==> src/rtl/nlms_echo_canceller_assert.svh <==
// Assertion macros for the echo canceller.
`ifndef NLMS_ECHO_CANCELLER_ASSERT_SVH
`define NLMS_ECHO_CANCELLER_ASSERT_SVH
`ifndef NO_ASSERTIONS
`define NEC_ASSERT_IMP(lbl, clk, rstn, ante, cons) \
  lbl: assert property (@(posedge clk) disable iff (!rstn) (ante) |-> (cons)) \
    else $error("assertion failed");
`define NEC_ASSERT_NEXT(lbl, clk, rstn, ante, cons) \
  lbl: assert property (@(posedge clk) disable iff (!rstn) (ante) |=> (cons)) \
    else $error("assertion failed");
`else
`define NEC_ASSERT_IMP(lbl, clk, rstn, ante, cons)
`define NEC_ASSERT_NEXT(lbl, clk, rstn, ante, cons)
`endif
`endif

==> src/rtl/nec_pkg.sv <==
// Shared constants and helpers for the echo canceller.
package nec_pkg;
  localparam int unsigned TapCount = 512;
  localparam int unsigned HistDepth = 4096;
  localparam int unsigned TapW = $clog2(TapCount);
  localparam int unsigned HistW = $clog2(HistDepth);
  localparam int unsigned TapCntW = $clog2(TapCount + 1);
  localparam int unsigned QDepth = 2;
  localparam logic [63:0] EnergyFloor = 64'd1073742;
  localparam int unsigned StepFrac = 43;
  localparam logic [47:0] StepMax = 48'h7FFF_FFFF_FFFF;
  localparam logic [1:0] RegStep = 2'd0;
  localparam logic [1:0] RegDelay = 2'd1;
  localparam logic [1:0] RegLeak = 2'd2;

  typedef struct packed {
    logic signed [15:0] spk;
    logic signed [15:0] mic;
  } item_t;

  // Truncate a signed value right shift toward zero.
  function automatic logic signed [79:0] shr_tz(input logic signed [79:0] v,
                                                input int unsigned s);
    logic [79:0] m;
    m = v[79] ? (~v + 80'd1) : v;
    m = m >> s;
    return v[79] ? $signed(~m + 80'd1) : $signed(m);
  endfunction
endpackage

==> src/rtl/nec_front.sv <==
// Input queue that decouples the accept side from the adaptation engine.
module nec_front import nec_pkg::*; (
  input  logic  clk_i,
  input  logic  rst_ni,
  input  logic  in_valid_i,
  output logic  in_ready_o,
  input  item_t in_item_i,
  output logic  q_valid_o,
  input  logic  q_pop_i,
  output item_t q_item_o
);
  item_t      buf_q [QDepth];
  logic       wp_q, rp_q;
  logic [1:0] cnt_q;
  logic       push;

  assign in_ready_o = (cnt_q != 2'(QDepth));
  assign push = in_valid_i && in_ready_o;
  assign q_valid_o = (cnt_q != 2'd0);
  assign q_item_o = buf_q[rp_q];

  always_ff @(posedge clk_i) begin
    if (push) buf_q[wp_q] <= in_item_i;
  end

  always_ff @(posedge clk_i or negedge rst_ni) begin
    if (!rst_ni) begin
      wp_q <= 1'b0;
      rp_q <= 1'b0;
      cnt_q <= 2'd0;
    end else begin
      if (push) wp_q <= ~wp_q;
      if (q_pop_i) rp_q <= ~rp_q;
      cnt_q <= cnt_q + 2'(push) - 2'(q_pop_i);
    end
  end
endmodule

==> config.mk <==
export PLATFORM = sky130hd
export DESIGN_NAME = nec_front
export DESIGN_NICKNAME = d
export VERILOG_FILES = /design/src/rtl/nlms_echo_canceller_assert.svh /design/src/rtl/nec_pkg.sv /design/src/rtl/nec_front.sv
export SDC_FILE = /design/constraint.sdc
export NUM_CORES = 1
export LEC_CHECK = 0
export ABC_AREA = 1
export BUFFER_PORTS_ARGS = -buffer_cell sky130_fd_sc_hd__buf_2
export CAP_MARGIN = 15
export CORE_MARGIN = 1.5
export CORE_UTILIZATION = 47
export DETAILED_ROUTE_END_ITERATION = 16
export PLACE_DENSITY = 0.74
export SYNTH_ARGS = -nofsm -noshare
export SYNTH_HDL_FRONTEND = slang
export SYNTH_SLANG_ARGS = --single-unit
==> constraint.sdc <==
create_clock -name clk_i -period 2.15 [get_ports clk_i]
set_input_delay 0.1075 -clock clk_i [delete_from_list [all_inputs] [get_ports clk_i]]
set_output_delay 0.1075 -clock clk_i [all_outputs]
set_load 0.02 [all_outputs]
==> flow_summary.toml <==
[layout]
num-nets-final = 277
layout_common_cells = "buf_2 (69), edfxtp_1 (64), dlygate4sd3_1 (34), mux2_4 (29), nand2_1 (10)"
post_route_cells_drive_above_1_share = 0.478
flow.area_growth_from_synthesis_pct = 34.0
postLayoutCellArea_mm2 = 0.00358
antenna-diode-count = 0
nFillCells = 391
final_common_cell = "buf_2"

[timing]
tightestPinTransition_ns = 0.575
timing.final.max_slew_violations = 0
grt_setup_unrepaired = "no"
worst_slew_margin_rel = 0.617
layout_worst_path_cycle_share = 0.885
finalSetupTns_ns = 0
fin_skew_ns = 0.00809
hold_viol = 0
setup-violations-final = 0
period_minus_slack_ns = 1.90
max_freq_mhz = 525

[synthesis]
yosysUniqueCellTypes = 14
synth_area_per_cell_um2 = 21.0
yosys_register_bits = 68
sequential_fraction_of_the_synthesis_area = 0.758
yosysWarnings = 0
postSynthNetCount = 164
synthCells = 127
mappedNetlistArea_mm2 = 0.00267

[setup_path]
regToRegSetupSlack_ns = 0.53
critical_path_source = "rp_q"
timing.rr.start = "cnt_q[1]"
path_max_fanout = 19
critical-path-max-stage-delay_ns = 0.74
end_kind = "output pin"
cp.required_ns = 2.04
path_cells = "buf_12 > mux2_4 > buf_2"
critical_path_class = "reg -> out"
critical_path_data_arrival_time_ns = 1.80
slowest_stage = "dfrtp_2"
worst_setup_path_start_kind = "flop"
r2r-end = "buf_q[1][14]"
r2r.worst_path.cells = 4

[grt]
first_global_vias = 1431
globalRouteOverflowTotal = 0
grt_antenna_before_repair = 0
grt_first_pass_wirelength_mm = 6.82
grt.total_usage = 0.156
grt_start_max_net_pins = 33

[clock_tree]
cts_max_level = 3
root_buffer = "clkbuf_8"
tritoncts_num_sinks = 68
cts_buf_count = 9
clock_tree.buffer_depth = 2
clock_latency_of_the_later_clocked_register_in_the_worst_skew_pair_ns = 0.33
postCtsResizedCells = 0
tritoncts = "done"
clk_pin_slew_ns = 0.07

[power]
worst_ir_drop_vdd_v = 0.00102
power.density_cell_area_mw_per_mm2 = 1250
power.leakage_nw = 1.48

[route]
finalWirelength_mm = 4.37
antenna_left = 0
drtPass1Iterations = 2
via_count = 1448
iteration_0_drc_count_of_the_detailed_router = 65
route.detailed.vias_per_inst = 4.57
drc_errors = 0
avgRoutedWirePerCell_um = 13.8

[placement]
globalplace.congestion = 0.701
io_buffer_count = 69
detailed_place_hpwl_mm = 2.67
placed_standard_cell_area_mm2 = 0.00308

[die]
die_w_um = 78.4
io_pins = 70
core_footprint_mm2 = 0.00551
die-area_mm2 = 0.00614
initial_core_util = 0.485
die_boundary_height_um = 78.4
placement_rows = 27

[min_path]
min-delay-path-class = "in -> reg"
timing.hold.worst_path_depth = 3
worst_hold_startpoint = "in_valid_i"
worstHoldEndpoint = "wp_q"

[flow_run]
max_cap_viols = 0

[run_status]
outcome = "finished clean"
==> cell usage after synthesis, drive strengths merged <==
| cell | n | area, um2 |
|---|---|---|
| a21oi | 1 | 5.00 |
| buf | 4 | 71.3 |
| dfrtp | 4 | 100 |
| edfxtp | 64 | 1920 |
| ha | 1 | 12.5 |
| inv | 5 | 18.8 |
| mux2 | 32 | 469 |
| nand2 | 10 | 37.5 |
| nand3 | 1 | 5.00 |
| nand3b | 1 | 7.51 |
| nor2 | 3 | 11.3 |
| xor2 | 1 | 8.76 |
==> layout make-up <==
type                    instances  area [um2]  share of cell area
well taps                      72        90.1              0.0252
repair buffers                106         721               0.202
flip-flops and latches         68        2020               0.566
clock buffers                  12         135              0.0378
inverters                       5        18.8             0.00525
multi-input cells              50         572               0.160
clock inverters                 4        16.3             0.00455
==> logic make-up (layout without fill, tap and decap cells) <==
| kind of cell | Yosys count | in the layout | synth area share |
|---|---|---|---|
| flops | 68 | 68 | 0.758 |
| buf+inv | 9 | 127 | 0.0338 |
| fa+ha+maj | 1 | 1 | 0.00469 |
| mux | 32 | 32 | 0.176 |
| compound gates | 1 | 1 | 0.00187 |
| simple gates | 15 | 15 | 0.0230 |
| xor+xnor | 1 | 1 | 0.00328 |
==> worst max-delay path by stage <==
stage / end / slack (ns) / depth (start not counted)
after detailed placement: buf_q[1][14] / 0.56 / 4
after floorplan: buf_q[1][0] / 0.11 / 3
after global routing: q_item_o[29] / 0.16 / 3
after global placement: buf_q[1][14] / 0.57 / 4
final: q_item_o[25] / 0.25 / 3
after CTS: q_item_o[23] / 0.21 / 3
==> report_power, final <==
part           switching [mW]  internal [mW]  total, mW
Combinational           0.864          0.781       1.64
Clock                   0.420          0.406      0.825
Sequential              0.176           1.81       1.99
==> through the flow <==
stage / power [mW] / std cells / util / setup WS, ns / hold WS (ns)
CTS: 4.50 / 317 / 0.649 / 0.214 / 0.0386
finish: 4.46 / 317 / 0.649 / 0.247 / 0.0499
detailed placement: 3.63 / 267 / 0.560 / 0.560 / -0.0749
global route: 4.67 / 317 / 0.649 / 0.160 / 0.0864
global placement: 3.61 / 267 / 0.560 / 0.569 / -0.0742
floorplan: 3.27 / 127 / - / 0.109 / -0.188
==> layer usage <==
metal / up-vias / global-route usage / wire length, um
li1: 705 / - / -
met1: 700 / 0.167 / 1760
met2: 36 / 0.273 / 2340
met3: 7 / 0.0593 / 184
met4: 0 / 0.0696 / 80
met5: - / 0 / 0
==> registers in the layout, summed over array words and instances (netlist names) <==
register and flops:
buf_q 64, rp_q 1, cnt_q 2, wp_q 1
==> critical path: cells and delay by family, from the launching register on <==
kind,cells,cell delay (ns)
buffers and inverters,2,0.41
flip-flops,1,0.74
multiplexers,1,0.31
==> what timing repair did <==
action                    CTS  global route
hold buffers               34             0
hold endpoints to repair   69             0
setup buffers               0             0
Power figures use the tool's default switching activity.
